File: src/rtl/sci_pkg.sv
// Shared types and constants of the serial command interpreter.
// Depends on nothing; every other file but sci_if.sv refers to it by scoped names.
package sci_pkg;

  // Line buffer geometry.
  localparam int unsigned LineLen = 5;
  localparam int unsigned CntW    = $clog2(LineLen + 1);
  localparam int unsigned IdxW    = $clog2(LineLen);

  // Command queue between the front and back parts.
  localparam int unsigned QDepth  = 2;
  localparam int unsigned QPtrW   = $clog2(QDepth);
  localparam int unsigned QCntW   = $clog2(QDepth + 1);

  // Characters and command texts, first character in the top byte.
  localparam logic [7:0]  CharCr    = 8'd13;
  localparam logic [7:0]  CharZero  = 8'h30;
  localparam logic [7:0]  CharNine  = 8'h39;
  localparam logic [39:0] TxtRnack  = "RNACK";
  localparam logic [31:0] TxtRack   = "RACK";
  localparam logic [39:0] TxtDebug  = "DEBUG";
  localparam logic [31:0] TxtRstc   = "RSTC";
  localparam logic [31:0] TxtRsts   = "RSTS";
  localparam logic [23:0] TxtUl     = "UL ";
  localparam logic [23:0] TxtUu     = "UU ";
  localparam logic [23:0] TxtTw     = "TW ";
  localparam logic [23:0] TxtRt     = "RT ";

  // Setting limits (exclusive upper bounds).
  localparam logic [6:0] UpperEnd  = 7'd20;
  localparam logic [6:0] WindowEnd = 7'd5;
  localparam logic [6:0] ReportEnd = 7'd10;

  // Setting reset values.
  localparam logic [4:0] LowerRst  = 5'd5;
  localparam logic [4:0] UpperRst  = 5'd15;
  localparam logic [2:0] WindowRst = 3'd3;
  localparam logic [3:0] ReportRst = 4'd5;

  // Reply codes.
  localparam logic [3:0] RepRdy     = 4'd0;
  localparam logic [3:0] RepHshk    = 4'd1;
  localparam logic [3:0] RepNotEst  = 4'd2;
  localparam logic [3:0] RepCack    = 4'd3;
  localparam logic [3:0] RepSack    = 4'd4;
  localparam logic [3:0] RepRange   = 4'd5;
  localparam logic [3:0] RepLower   = 4'd6;
  localparam logic [3:0] RepUpper   = 4'd7;
  localparam logic [3:0] RepWindow  = 4'd8;
  localparam logic [3:0] RepReport  = 4'd9;
  localparam logic [3:0] RepInvalid = 4'd10;

  // Command class found by the front part.
  typedef enum logic [3:0] {
    CmdRnack,
    CmdRack,
    CmdDebug,
    CmdRstc,
    CmdRsts,
    CmdSetLower,
    CmdSetUpper,
    CmdSetWindow,
    CmdSetReport,
    CmdInvalid
  } cmd_e;

  // One queued command: its class and the decoded setting value.
  typedef struct packed {
    cmd_e       kind;
    logic [6:0] num;
  } cmd_t;

endpackage

File: src/rtl/sci_if.sv
// Handshake channels of the serial command interpreter.
// Depends on nothing beyond plain logic types.
interface sci_rx_if;
  logic       valid;
  logic       ready;
  logic [7:0] rx_byte;

  modport source (output valid, output rx_byte, input ready);
  modport sink   (input valid, input rx_byte, output ready);
endinterface

interface sci_reply_if;
  logic       valid;
  logic       ready;
  logic [3:0] reply_code;
  logic [6:0] reply_value;
  logic       link_established;
  logic       reset_request;
  logic       standby_request;
  logic [4:0] lower_limit_now;
  logic [4:0] upper_limit_now;
  logic [2:0] window_now;
  logic [3:0] report_now;

  modport source (output valid, output reply_code, output reply_value,
                  output link_established, output reset_request,
                  output standby_request, output lower_limit_now,
                  output upper_limit_now, output window_now,
                  output report_now, input ready);
  modport sink   (input valid, input reply_code, input reply_value,
                  input link_established, input reset_request,
                  input standby_request, input lower_limit_now,
                  input upper_limit_now, input window_now,
                  input report_now, output ready);
endinterface

File: src/rtl/sci_front.sv
// Front part: collects received characters into a line and classifies the
// line on carriage return. Depends on sci_pkg.
module sci_front (
  input  logic          clk_i,
  input  logic          rst_ni,
  input  logic          in_valid_i,
  input  logic [7:0]    in_byte_i,
  output logic          in_ready_o,
  input  logic          q_full_i,
  output logic          push_o,
  output sci_pkg::cmd_t push_cmd_o
);

  logic [7:0]               chars_q [sci_pkg::LineLen];
  logic [7:0]               chars_d [sci_pkg::LineLen];
  logic [sci_pkg::CntW-1:0] count_q, count_d;
  logic [sci_pkg::CntW-1:0] len;
  logic [39:0]              word;
  logic                     accept, is_cr;
  logic                     dig3, dig4;
  logic [3:0]               d3v, d4v;
  logic [6:0]               num;

  // Items are taken whenever the queue has room for a command.
  assign in_ready_o = !q_full_i;
  assign accept     = in_valid_i && in_ready_o;
  assign is_cr      = (in_byte_i == sci_pkg::CharCr);
  assign push_o     = accept && is_cr;

  // Length of the text up to the first zero byte.
  always_comb begin
    logic stop;
    stop = 1'b0;
    len  = '0;
    for (int i = 0; i < sci_pkg::LineLen; i++) begin
      if (!stop && (sci_pkg::CntW'(i) < count_q) && (chars_q[i] != 8'd0)) begin
        len = sci_pkg::CntW'(i + 1);
      end else begin
        stop = 1'b1;
      end
    end
  end

  // First five characters, first one in the top byte.
  assign word = {chars_q[0], chars_q[1], chars_q[2], chars_q[3], chars_q[4]};

  // Decimal value from positions three and four.
  assign dig3 = (chars_q[3] >= sci_pkg::CharZero) && (chars_q[3] <= sci_pkg::CharNine);
  assign dig4 = (chars_q[4] >= sci_pkg::CharZero) && (chars_q[4] <= sci_pkg::CharNine);
  assign d3v  = 4'(chars_q[3] - sci_pkg::CharZero);
  assign d4v  = 4'(chars_q[4] - sci_pkg::CharZero);
  assign num  = dig4 ? (7'(d3v) * 7'd10 + 7'(d4v)) : 7'(d3v);

  // Classify the line; exact commands first, then setting prefixes.
  always_comb begin
    push_cmd_o.num = num;
    priority if (len == sci_pkg::CntW'(5) && word == sci_pkg::TxtRnack) begin
      push_cmd_o.kind = sci_pkg::CmdRnack;
    end else if (len == sci_pkg::CntW'(4) && word[39:8] == sci_pkg::TxtRack) begin
      push_cmd_o.kind = sci_pkg::CmdRack;
    end else if (len == sci_pkg::CntW'(5) && word == sci_pkg::TxtDebug) begin
      push_cmd_o.kind = sci_pkg::CmdDebug;
    end else if (len == sci_pkg::CntW'(4) && word[39:8] == sci_pkg::TxtRstc) begin
      push_cmd_o.kind = sci_pkg::CmdRstc;
    end else if (len == sci_pkg::CntW'(4) && word[39:8] == sci_pkg::TxtRsts) begin
      push_cmd_o.kind = sci_pkg::CmdRsts;
    end else if (len >= sci_pkg::CntW'(3) && dig3 && word[39:16] == sci_pkg::TxtUl) begin
      push_cmd_o.kind = sci_pkg::CmdSetLower;
    end else if (len >= sci_pkg::CntW'(3) && dig3 && word[39:16] == sci_pkg::TxtUu) begin
      push_cmd_o.kind = sci_pkg::CmdSetUpper;
    end else if (len >= sci_pkg::CntW'(3) && dig3 && word[39:16] == sci_pkg::TxtTw) begin
      push_cmd_o.kind = sci_pkg::CmdSetWindow;
    end else if (len >= sci_pkg::CntW'(3) && dig3 && word[39:16] == sci_pkg::TxtRt) begin
      push_cmd_o.kind = sci_pkg::CmdSetReport;
    end else begin
      push_cmd_o.kind = sci_pkg::CmdInvalid;
    end
  end

  // Line buffer update: store while not full, clear on carriage return.
  always_comb begin
    chars_d = chars_q;
    count_d = count_q;
    if (accept) begin
      if (is_cr) begin
        count_d = '0;
        for (int i = 0; i < sci_pkg::LineLen; i++) begin
          chars_d[i] = 8'd0;
        end
      end else if (count_q < sci_pkg::CntW'(sci_pkg::LineLen)) begin
        chars_d[count_q[sci_pkg::IdxW-1:0]] = in_byte_i;
        count_d = count_q + sci_pkg::CntW'(1);
      end
    end
  end

  always_ff @(posedge clk_i or negedge rst_ni) begin
    if (!rst_ni) begin
      count_q <= '0;
      for (int i = 0; i < sci_pkg::LineLen; i++) begin
        chars_q[i] <= 8'd0;
      end
    end else begin
      count_q <= count_d;
      chars_q <= chars_d;
    end
  end

endmodule

File: src/rtl/sci_queue.sv
// Short command queue that decouples the front and back parts.
// Depends on sci_pkg.
module sci_queue (
  input  logic          clk_i,
  input  logic          rst_ni,
  input  logic          push_i,
  input  sci_pkg::cmd_t push_cmd_i,
  output logic          full_o,
  input  logic          pop_i,
  output logic          empty_o,
  output sci_pkg::cmd_t pop_cmd_o
);

  sci_pkg::cmd_t             mem_q [sci_pkg::QDepth];
  logic [sci_pkg::QPtrW-1:0] wr_ptr_q, rd_ptr_q;
  logic [sci_pkg::QCntW-1:0] count_q;
  logic                      do_push, do_pop;

  assign full_o    = (count_q == sci_pkg::QCntW'(sci_pkg::QDepth));
  assign empty_o   = (count_q == '0);
  assign do_push   = push_i && !full_o;
  assign do_pop    = pop_i && !empty_o;
  assign pop_cmd_o = mem_q[rd_ptr_q];

  // Entry storage.
  always_ff @(posedge clk_i) begin
    if (do_push) begin
      mem_q[wr_ptr_q] <= push_cmd_i;
    end
  end

  // Pointers and fill count.
  always_ff @(posedge clk_i or negedge rst_ni) begin
    if (!rst_ni) begin
      wr_ptr_q <= '0;
      rd_ptr_q <= '0;
      count_q  <= '0;
    end else begin
      if (do_push) begin
        wr_ptr_q <= (wr_ptr_q == sci_pkg::QPtrW'(sci_pkg::QDepth - 1)) ? '0
                    : wr_ptr_q + sci_pkg::QPtrW'(1);
      end
      if (do_pop) begin
        rd_ptr_q <= (rd_ptr_q == sci_pkg::QPtrW'(sci_pkg::QDepth - 1)) ? '0
                    : rd_ptr_q + sci_pkg::QPtrW'(1);
      end
      if (do_push && !do_pop) begin
        count_q <= count_q + sci_pkg::QCntW'(1);
      end else if (do_pop && !do_push) begin
        count_q <= count_q - sci_pkg::QCntW'(1);
      end
    end
  end

endmodule

File: src/rtl/sci_back.sv
// Back part: executes queued commands against the kept settings and holds
// the reply item in an output register. Depends on sci_pkg.
module sci_back (
  input  logic          clk_i,
  input  logic          rst_ni,
  input  logic          q_empty_i,
  input  sci_pkg::cmd_t cmd_i,
  output logic          pop_o,
  sci_reply_if.source   reply
);

  logic [4:0] lower_q, lower_d;
  logic [4:0] upper_q, upper_d;
  logic [2:0] window_q, window_d;
  logic [3:0] report_q, report_d;
  logic       hshk_q, hshk_d;
  logic       out_valid_q;
  logic [3:0] code_q, code_d;
  logic [6:0] value_q, value_d;
  logic       rst_req_q, rst_req_d;
  logic       stb_req_q, stb_req_d;
  logic       in_range;

  // Take a command when the output register is free or being drained.
  assign pop_o = !q_empty_i && (!out_valid_q || reply.ready);

  // Range check for the setting named by the command.
  always_comb begin
    unique case (cmd_i.kind)
      sci_pkg::CmdSetLower:  in_range = (cmd_i.num >= 7'd1) && (cmd_i.num < 7'(upper_q));
      sci_pkg::CmdSetUpper:  in_range = (cmd_i.num >= 7'(lower_q) + 7'd1)
                                        && (cmd_i.num < sci_pkg::UpperEnd);
      sci_pkg::CmdSetWindow: in_range = (cmd_i.num >= 7'd1) && (cmd_i.num < sci_pkg::WindowEnd);
      sci_pkg::CmdSetReport: in_range = (cmd_i.num >= 7'd1) && (cmd_i.num < sci_pkg::ReportEnd);
      default:               in_range = 1'b0;
    endcase
  end

  // Reply and next settings.
  always_comb begin
    lower_d   = lower_q;
    upper_d   = upper_q;
    window_d  = window_q;
    report_d  = report_q;
    hshk_d    = hshk_q;
    value_d   = 7'd0;
    rst_req_d = 1'b0;
    stb_req_d = 1'b0;
    code_d    = sci_pkg::RepInvalid;
    unique case (cmd_i.kind)
      sci_pkg::CmdRnack: code_d = sci_pkg::RepRdy;
      sci_pkg::CmdRack: begin
        code_d = sci_pkg::RepHshk;
        hshk_d = 1'b1;
      end
      sci_pkg::CmdDebug: begin
        code_d = sci_pkg::RepNotEst;
        hshk_d = 1'b0;
      end
      sci_pkg::CmdRstc: begin
        code_d    = sci_pkg::RepCack;
        rst_req_d = 1'b1;
      end
      sci_pkg::CmdRsts: begin
        code_d    = sci_pkg::RepSack;
        stb_req_d = 1'b1;
      end
      sci_pkg::CmdSetLower: begin
        code_d = sci_pkg::RepRange;
        if (in_range) begin
          code_d  = sci_pkg::RepLower;
          value_d = cmd_i.num;
          lower_d = 5'(cmd_i.num);
        end
      end
      sci_pkg::CmdSetUpper: begin
        code_d = sci_pkg::RepRange;
        if (in_range) begin
          code_d  = sci_pkg::RepUpper;
          value_d = cmd_i.num;
          upper_d = 5'(cmd_i.num);
        end
      end
      sci_pkg::CmdSetWindow: begin
        code_d = sci_pkg::RepRange;
        if (in_range) begin
          code_d   = sci_pkg::RepWindow;
          value_d  = cmd_i.num;
          window_d = 3'(cmd_i.num);
        end
      end
      sci_pkg::CmdSetReport: begin
        code_d = sci_pkg::RepRange;
        if (in_range) begin
          code_d   = sci_pkg::RepReport;
          value_d  = cmd_i.num;
          report_d = 4'(cmd_i.num);
        end
      end
      default: code_d = sci_pkg::RepInvalid;
    endcase
  end

  // Kept settings and output valid.
  always_ff @(posedge clk_i or negedge rst_ni) begin
    if (!rst_ni) begin
      lower_q     <= sci_pkg::LowerRst;
      upper_q     <= sci_pkg::UpperRst;
      window_q    <= sci_pkg::WindowRst;
      report_q    <= sci_pkg::ReportRst;
      hshk_q      <= 1'b0;
      out_valid_q <= 1'b0;
    end else begin
      if (pop_o) begin
        lower_q  <= lower_d;
        upper_q  <= upper_d;
        window_q <= window_d;
        report_q <= report_d;
        hshk_q   <= hshk_d;
      end
      if (pop_o) begin
        out_valid_q <= 1'b1;
      end else if (reply.ready) begin
        out_valid_q <= 1'b0;
      end
    end
  end

  // Reply payload register.
  always_ff @(posedge clk_i) begin
    if (pop_o) begin
      code_q    <= code_d;
      value_q   <= value_d;
      rst_req_q <= rst_req_d;
      stb_req_q <= stb_req_d;
    end
  end

  assign reply.valid            = out_valid_q;
  assign reply.reply_code       = code_q;
  assign reply.reply_value      = value_q;
  assign reply.link_established = hshk_q;
  assign reply.reset_request    = rst_req_q;
  assign reply.standby_request  = stb_req_q;
  assign reply.lower_limit_now  = lower_q;
  assign reply.upper_limit_now  = upper_q;
  assign reply.window_now       = window_q;
  assign reply.report_now       = report_q;

endmodule

File: src/rtl/serial_command_interpreter.sv
// Serial command interpreter: one received byte per cycle enters the line
// collector while the queue has room; a carriage return pushes a command
// into a two-entry queue, whose head the executing stage's output register
// takes as one reply item. Classifier and executor are combinational: one
// item per cycle while the reply side is ready. Reset clears the line, the
// queue and the output, and loads the settings: lower 5, upper 15, window 3, report 5.
module serial_command_interpreter (
  input  logic        clk_i,
  input  logic        rst_ni,
  sci_rx_if.sink      rx_i,
  sci_reply_if.source reply_o
);

  logic          q_full, q_empty, push, pop;
  sci_pkg::cmd_t push_cmd, pop_cmd;

  // Line collection and classification.
  sci_front u_front (
    .clk_i      (clk_i),
    .rst_ni     (rst_ni),
    .in_valid_i (rx_i.valid),
    .in_byte_i  (rx_i.rx_byte),
    .in_ready_o (rx_i.ready),
    .q_full_i   (q_full),
    .push_o     (push),
    .push_cmd_o (push_cmd)
  );

  // Command queue.
  sci_queue u_queue (
    .clk_i      (clk_i),
    .rst_ni     (rst_ni),
    .push_i     (push),
    .push_cmd_i (push_cmd),
    .full_o     (q_full),
    .pop_i      (pop),
    .empty_o    (q_empty),
    .pop_cmd_o  (pop_cmd)
  );

  // Command execution and reply.
  sci_back u_back (
    .clk_i     (clk_i),
    .rst_ni    (rst_ni),
    .q_empty_i (q_empty),
    .cmd_i     (pop_cmd),
    .pop_o     (pop),
    .reply     (reply_o)
  );

endmodule
File: src/flat_wrapper.sv
// flat-port wrapper written by rule: the top's interface ports become plain ports
module serial_command_interpreter_flat 
  (clk_i, rst_ni, rx_i_valid, rx_i_rx_byte, rx_i_ready, reply_o_valid, reply_o_reply_code, reply_o_reply_value, reply_o_link_established, reply_o_reset_request, reply_o_standby_request, reply_o_lower_limit_now, reply_o_upper_limit_now, reply_o_window_now, reply_o_report_now, reply_o_ready);
  sci_rx_if rx_i_i ();
  sci_reply_if reply_o_i ();
  input  logic clk_i;
  input  logic rst_ni;
  input wire logic [$bits(rx_i_i.valid)-1:0] rx_i_valid;
  input wire logic [$bits(rx_i_i.rx_byte)-1:0] rx_i_rx_byte;
  output wire logic [$bits(rx_i_i.ready)-1:0] rx_i_ready;
  output wire logic [$bits(reply_o_i.valid)-1:0] reply_o_valid;
  output wire logic [$bits(reply_o_i.reply_code)-1:0] reply_o_reply_code;
  output wire logic [$bits(reply_o_i.reply_value)-1:0] reply_o_reply_value;
  output wire logic [$bits(reply_o_i.link_established)-1:0] reply_o_link_established;
  output wire logic [$bits(reply_o_i.reset_request)-1:0] reply_o_reset_request;
  output wire logic [$bits(reply_o_i.standby_request)-1:0] reply_o_standby_request;
  output wire logic [$bits(reply_o_i.lower_limit_now)-1:0] reply_o_lower_limit_now;
  output wire logic [$bits(reply_o_i.upper_limit_now)-1:0] reply_o_upper_limit_now;
  output wire logic [$bits(reply_o_i.window_now)-1:0] reply_o_window_now;
  output wire logic [$bits(reply_o_i.report_now)-1:0] reply_o_report_now;
  input wire logic [$bits(reply_o_i.ready)-1:0] reply_o_ready;
  assign rx_i_i.valid = rx_i_valid;
  assign rx_i_i.rx_byte = rx_i_rx_byte;
  assign rx_i_ready = rx_i_i.ready;
  assign reply_o_valid = reply_o_i.valid;
  assign reply_o_reply_code = reply_o_i.reply_code;
  assign reply_o_reply_value = reply_o_i.reply_value;
  assign reply_o_link_established = reply_o_i.link_established;
  assign reply_o_reset_request = reply_o_i.reset_request;
  assign reply_o_standby_request = reply_o_i.standby_request;
  assign reply_o_lower_limit_now = reply_o_i.lower_limit_now;
  assign reply_o_upper_limit_now = reply_o_i.upper_limit_now;
  assign reply_o_window_now = reply_o_i.window_now;
  assign reply_o_report_now = reply_o_i.report_now;
  assign reply_o_i.ready = reply_o_ready;
  serial_command_interpreter u_core (.clk_i(clk_i), .rst_ni(rst_ni), .rx_i(rx_i_i), .reply_o(reply_o_i));
endmodule
File: config.mk
export PLATFORM = sky130hd
export DESIGN_NAME = serial_command_interpreter_flat
export DESIGN_NICKNAME = d
export VERILOG_FILES = /design/src/rtl/sci_pkg.sv /design/src/rtl/sci_if.sv /design/src/rtl/sci_front.sv /design/src/rtl/sci_queue.sv /design/src/rtl/sci_back.sv /design/src/rtl/serial_command_interpreter.sv /design/src/flat_wrapper.sv
export SDC_FILE = /design/constraint.sdc
export NUM_CORES = 1
export LEC_CHECK = 0
export BUFFER_PORTS_ARGS = -buffer_cell sky130_fd_sc_hd__buf_2
export CORE_ASPECT_RATIO = 1.4
export CORE_MARGIN = 3
export CORE_UTILIZATION = 50
export CTS_CLUSTER_DIAMETER = 150
export DETAILED_ROUTE_END_ITERATION = 10
export GPL_ROUTABILITY_DRIVEN = 0
export GPL_TIMING_DRIVEN = 0
export PLACE_DENSITY = 0.73
export SLEW_MARGIN = 40
export SYNTH_ARGS = -nofsm -noshare
export SYNTH_HDL_FRONTEND = slang
export SYNTH_SLANG_ARGS = --single-unit
File: constraint.sdc
create_clock -name clk_i -period 10.1 [get_ports clk_i]
set_input_delay 1.515 -clock clk_i [delete_from_list [all_inputs] [get_ports clk_i]]
set_output_delay 1.515 -clock clk_i [all_outputs]
set_load 0.005 [all_outputs]
==> results of run 1 <==
-- logic make-up (layout without fill, tap and decap cells) --
logic type,after synthesis,in the layout,share of synthesized area (%)
fa+ha+maj,21,21,5.22
other cells,1,2,0.0705
flops,101,101,51.0
mux,29,29,6.54
buf+inv,39,100,3.22
compound gates,96,96,12.9
simple gates,186,186,18.9
xor+xnor,13,13,2.14
-- worst max-delay path, stage by stage, from the launching register on --
cell	delay, ns
dfrtp_1	0.47
buf_6	0.19
buf_6	0.16
buf_2	0.24
mux2_2	0.44
ha_1	0.29
o21ai_0	0.07
o21ai_0	0.18
o211ai_1	0.14
a211o_1	0.35
a311oi_1	0.40
and2b_1	0.22
buf_6	0.14
mux2_4	0.29
-- how the worst max path moves through the flow --
stage | from | end | slack [ns] | cells past startpoint
after global routing | u_core.u_queue.rd_ptr_q | u_core.u_back.reply.lower_limit_now[3] | 6.26 | 13
after detailed placement | rx_i_rx_byte[7] | u_core.u_queue.mem_q[1][8] | 6.32 | 5
after floorplan | rx_i_rx_byte[7] | u_core.u_queue.mem_q[0][0] | 6.82 | 4
final | u_core.u_queue.rd_ptr_q | u_core.u_back.reply.lower_limit_now[3] | 6.42 | 13
after CTS | u_core.u_queue.rd_ptr_q | u_core.u_back.reply.lower_limit_now[3] | 6.44 | 13
after global placement | rx_i_rx_byte[7] | u_core.u_queue.mem_q[0][7] | 6.34 | 5
-- power by group through the flow --
| stage | combinational, mW | sequential, mW | clock (mW) |
|---|---|---|---|
| final | 0.467 | 0.639 | 0.347 |
| after global routing | 0.521 | 0.653 | 0.374 |
| after CTS | 0.466 | 0.636 | 0.355 |
| after detailed placement | 0.460 | 0.643 | 0 |
| after global placement | 0.444 | 0.638 | 0 |
| after floorplan | 0.347 | 0.615 | 0 |
-- per-stage QoR --
stage | instances | setup slack (ns) | utilization [%] | hold WS [ns] | area (um^2)
global placement | 666 | 6.34 | 56.2 | 0.465 | 5710
global route | 683 | 6.26 | 59.6 | 0.509 | 6060
detailed placement | 667 | 6.32 | 56.5 | 0.471 | 5750
floorplan | 487 | 6.82 | - | 0.444 | 5320
CTS | 683 | 6.44 | 59.6 | 0.487 | 6060
finish | 683 | 6.42 | 59.6 | 0.486 | 6060
-- metal layers --
layer / track usage, % / part of all wire (%)
met1: 22.9 / 38
met4: 9.58 / 2.5
met2: 39.5 / 55
met3: 3.41 / 4.0
met5: 0 / 0
-- layout make-up --
cell class              count  area [um^2]  area share, %
well taps                 135          169           2.79
clock buffers              13          293           4.83
plain buffers              12         70.1           1.16
multi-input cells         347         2450           40.4
flip-flops and latches    101         2720           44.8
inverters                  27          101           1.67
repair buffers             45          243           4.00
clock inverters             3         23.8          0.392
-- placed cells by master, fill, tap and decap left out, drive strengths merged, types with 5 or more instances in the layout --
cell    instances
nor2b           8
buf            50
ha             19
a22o           30
nor3           20
mux2i          10
nor4            7
nor2           39
xnor2           7
nand4           9
nand2          44
nor4b           5
clkbuf         20
mux2           19
nand3          13
a21oi          13
dfstp          10
dfrtp          56
inv            27
edfxtp         35
xor2            6
o21ai          24
nor3b           9
-- registers in the layout (all words and copies together) (netlist names), 4 cells and up --
signal,count
u_core.u_back.reply.reply_code,4
u_core.u_back.reply.lower_limit_now,5
u_core.u_back.reply.reply_value,7
u_core.u_front.chars_q,40
u_core.u_back.reply.upper_limit_now,5
u_core.u_queue.mem_q,22
u_core.u_back.reply.report_now,4
==> metrics, run 1 <==
RSZ-0062 raised after global routing no; via-per-instance ratio 5.90; Worst-path clk slew 0.07 ns; First-pass DRT Iterations 4; number of global-route vias before repair 4048; Slew HR 50.4%; logic gate share of total power 32.1%; setup TNS 0 ns; Commonest cells post-synth 56 x dfrtp_1, 43 x nand2_1, 39 x nor2_1; type of the tightest min-delay check reg -> reg; Worst Tran Pin Value 0.742 ns; final period utilization 36.5%; Max FO, Critical Path 10; Post-DRT Antenna Nets 0; Diodes inserted 0; Top FF cell, synth dfrtp_1; Slew Limit Fails 0; Max VDD drop 143 uV; Tot Pwr 1.45 mW; DIE WIDTH 93.2 um; Hold EP u_core.u_back.reply.report_now[1]; row count 43; Die H 128 um; Fin. Hold Viols 0; sw frac 34.7%; total wire length 11900 um; Final #Nets 576; post-synthesis cell count 486; Setup crit start kind register; gr ovfl total 0; hold_buf cts 0; IO Pins 45; Max Buffers Root-to-Sink 2; Area Growth Syn to Fin 14.0%; Clock Skew 0.00869 ns; synthesized area 5320 um^2; Warnings, synthesis 0; initial antenna violation count 0; final setup fails 0; drt drc 0; sequential element share of the synthesized area 51.0%; GR Util All Layers 21.1%; Post-synth EDFFs 35; pwr/cell area 240 nW/um^2; min-delay src u_core.u_back.reply.report_now[1]; Worst R2R Path Depth 13; top cell type's share of synthesized area 26.3%; net switching power 504 uW; worst r2r dst u_core.u_back.reply.lower_limit_now[3]; iteration-0 DRC count of the detailed router 161; outcome completed; Clock Sinks 101; post-layout min period 3.68 ns; Yosys cell types 64; Clock Latency Late Sink 0.34 ns; Setup CP Type reg -> reg; Sequential Power Share 44.0%; largest net degree at the start of global routing 39; first-pass GRT wire length 19500 um; CTS Buf Count 9; Root Buffer clkbuf_16; routed len/inst 17.4 um; LEAKAGE 2.60 nW; CP endpoint kind register; Hold Path Cell Cnt 1; cell-internal power 950 uW; Resized cells post-CTS 0; CTS tree yes; Async SR Flop Fraction 65.3%; ratio of cells with drive above 1 in the final layout 18.8%; via count 4033; top cells by area, synth dfrtp_1 26%, edfxtp_1 20%, a22o_1 4.9%; Clock Power Share 23.9%; mean post-synth cell area 10.9 um^2; FF+latch count, synth 101; area leader, netlist dfrtp_1; Initial Utilization 52.3%; die area 11900 um^2; cell with the most instances after synthesis dfrtp_1; Setup Buffers After CTS 0; Reg2Reg Setup Slack 6.42 ns; IO Port Bufs 44; fmax 272 MHz; Critical Path RT 10.33 ns; max cap viols 0; core area 10200 um^2; Worst EP arrival 3.91 ns; # fillers 837; post-DP HPWL 8940 um; H-tree depth 3; Reg-to-Reg Start u_core.u_queue.rd_ptr_q
Power figures use the tool's default switching activity.
==> inputs of run 2 (changes only) <==
==> constraint.sdc (replaced) <==
create_clock -name clk_i -period 3.5 [get_ports clk_i]
set_input_delay 0.525 -clock clk_i [delete_from_list [all_inputs] [get_ports clk_i]]
set_output_delay 0.525 -clock clk_i [all_outputs]
set_load 0.005 [all_outputs]
==> metrics, run 2 (synthesis gave the netlist of run 1 again) <==
outcome completed (unchanged); Die H 128 um (unchanged); H-tree depth 3 (unchanged); initial antenna violation count 0 (unchanged); total wire length 11700 um (was 11900 um); max incr delay on CP 0.44 ns (was 0.47 ns); logic gate share of total power 31.7% (was 32.1%); Max Buffers Root-to-Sink 2 (unchanged); number of global-route vias before repair 4062 (was 4048); post-DP HPWL 8940 um (unchanged); Clock Power Share 24.1% (was 23.9%); most used cell, CP o21ai_0 (was buf_6); type of the tightest min-delay check in -> async (was reg -> reg); RSZ-0062 raised after global routing no (unchanged); commonest non-fill, non-tap cell in the layout dfrtp_1 (unchanged); worst slack, placed -0.125 ns (was 6.32 ns); Crit-path slowest cell mux2_2 (was dfrtp_1); row count 43 (unchanged); Area Growth Syn to Fin 13.9% (was 14.0%); IO Pins 45 (unchanged); CP top delay family multiplexers (was compound AO/OA/AOI/OAI gates); GR Util All Layers 21.0% (was 21.1%); largest net degree at the start of global routing 39 (unchanged); worst path cell trace buf_6, mux2_2, ha_1, o21ai_0, o21ai_0, o211ai_1, a211o_1, and3_1, buf_2, nor3_4, mux2_1 (was buf_6, buf_6, buf_2, mux2_2, ha_1, o21ai_0, o21ai_0, o211ai_1, a211o_1, a311oi_1, and2b_1, buf_6, mux2_4); via count 3999 (was 4033); Clock Sinks 101 (unchanged); worst setup path start u_core.u_queue.rd_ptr_q (unchanged); setup TNS 0 ns (unchanged); Reg-to-Reg Start u_core.u_queue.rd_ptr_q (unchanged); Sequential Power Share 44.2% (was 44.0%); fmax 305 MHz (was 272 MHz); via-per-instance ratio 5.87 (was 5.90); Post-DRT Antenna Nets 0 (unchanged); Max VDD drop 411 uV (was 143 uV); max reg flops 40 (unchanged); post-layout min period 3.28 ns (was 3.68 ns); DIE WIDTH 93.2 um (unchanged); sw frac 34.6% (was 34.7%); Clock Skew 0.00994 ns (was 0.00869 ns); ratio of cells with drive above 1 in the final layout 19.0% (was 18.8%); Critical path buffers and inverters 2 (was 4); net switching power 1.44 mW (was 504 uW); CP endpoint kind register (unchanged); final period utilization 93.8% (was 36.5%); routed len/inst 17.2 um (was 17.4 um); Largest Register u_core.u_front.chars_q (unchanged); Clock Latency Late Sink 0.34 ns (about the same); Max FO, Critical Path 28 (was 10); Tot Pwr 4.17 mW (was 1.45 mW); Slew HR 50.5% (was 50.4%); Diodes inserted 0 (unchanged); min setup slack post-route 0.217 ns (was 6.42 ns); gr ovfl total 0 (unchanged); Fin. Hold Viols 0 (unchanged); die area 11900 um^2 (unchanged); core area 10200 um^2 (unchanged); final setup fails 0 (unchanged); IO Port Bufs 44 (unchanged); Critical Path RT 3.73 ns (was 10.33 ns); iteration-0 DRC count of the detailed router 146 (was 161); drt drc 0 (unchanged); Setup CP Type reg -> reg (unchanged); First-pass DRT Iterations 4 (unchanged); Initial Utilization 52.3% (unchanged); max cap viols 0 (unchanged); Worst Tran Pin Value 0.741 ns (was 0.742 ns); LEAKAGE 2.59 nW (was 2.60 nW); Setup crit start kind register (unchanged); CTS Buf Count 9 (unchanged); Final #Nets 574 (was 576); Worst-path clk slew 0.07 ns (about the same); first-pass GRT wire length 19500 um (about the same); CTS tree yes (unchanged); Root Buffer clkbuf_16 (unchanged); most frequent cells in the layout 55 x dfrtp_1, 44 x buf_2, 42 x nand2_1 (was 56 x dfrtp_1, 45 x buf_2, 43 x nand2_1); Slew Limit Fails 0 (unchanged); pwr/cell area 689 nW/um^2 (was 240 nW/um^2); Worst EP arrival 3.51 ns (was 3.91 ns); cell-internal power 2.73 mW (was 950 uW)
-- run 2: routing by layer --
layer	vias to the layer above	wire length (um)	part of all wire (%)	track usage, %
met1	1926	4530	39	22.8
met4	0	440	3.7	10.1
met5	-	0	0	0
li1	1921	-	-	-
met2	125	6310	54	39.1
met3	27	469	4.0	3.41
-- run 2: repair_timing --
action | in CTS | in global routing
buffers inserted | 0 | 0
setup endpoints to repair | 10 | 2
gates resized for setup | 2 | 1
hold buffers | 0 | 0
cloned | 0 | 0
pin swaps | 0 | 1
-- run 2: final cells by class --
cell class	count	area, um^2
multi-input cells	347	2460
plain buffers	10	53.8
flip-flops and latches	101	2720
clock buffers	13	293
fillers	836	4110
repair buffers	45	243
well taps	135	169
clock inverters	3	23.8
inverters	27	101
-- run 2: worst paths after layout --
kind | endpoint | slack (ns) | cells after the start
setup reg to reg | u_core.u_back.reply.report_now[3] | 0.22 | 11
hold / removal | u_core.u_back.reply.lower_limit_now[1] | 0.11 | 1
max in group asynchronous | u_core.u_back.reply.lower_limit_now[0] | 2.81 | 2
setup / recovery | u_core.u_back.reply.report_now[3] | 0.22 | 11
hold reg to reg | u_core.u_back.reply.report_now[1] | 0.49 | 1
min in group clk_i | u_core.u_back.reply.valid | 0.47 | 3
-- run 2: worst register-to-register path, cell delays in order (launching register included) --
cell      delay [ns]
dfrtp_2         0.42
buf_6           0.24
mux2_2          0.44
ha_1            0.29
o21ai_0         0.07
o21ai_0         0.18
o211ai_1        0.14
a211o_1         0.35
and3_1          0.20
buf_2           0.19
nor3_4          0.29
mux2_1          0.35
-- run 2: power by group through the flow --
stage	Sequential [mW]	Combinational, mW	Clock (mW)
global placement	1.84	1.28	0
global route	1.89	1.48	1.08
CTS	1.84	1.34	1.02
floorplan	1.77	1.00	0
finish	1.85	1.32	1.00
detailed placement	1.86	1.33	0
-- run 2: per-stage QoR --
step                hold slack (ns)  util (%)  area (um^2)  instances
floorplan                     0.229         -         5320        487
detailed placement            0.471      56.5         5750        667
global route                  0.131      59.6         6060        681
global placement              0.465      56.2         5710        666
finish                        0.106      59.6         6060        681
CTS                           0.116      59.6         6060        682
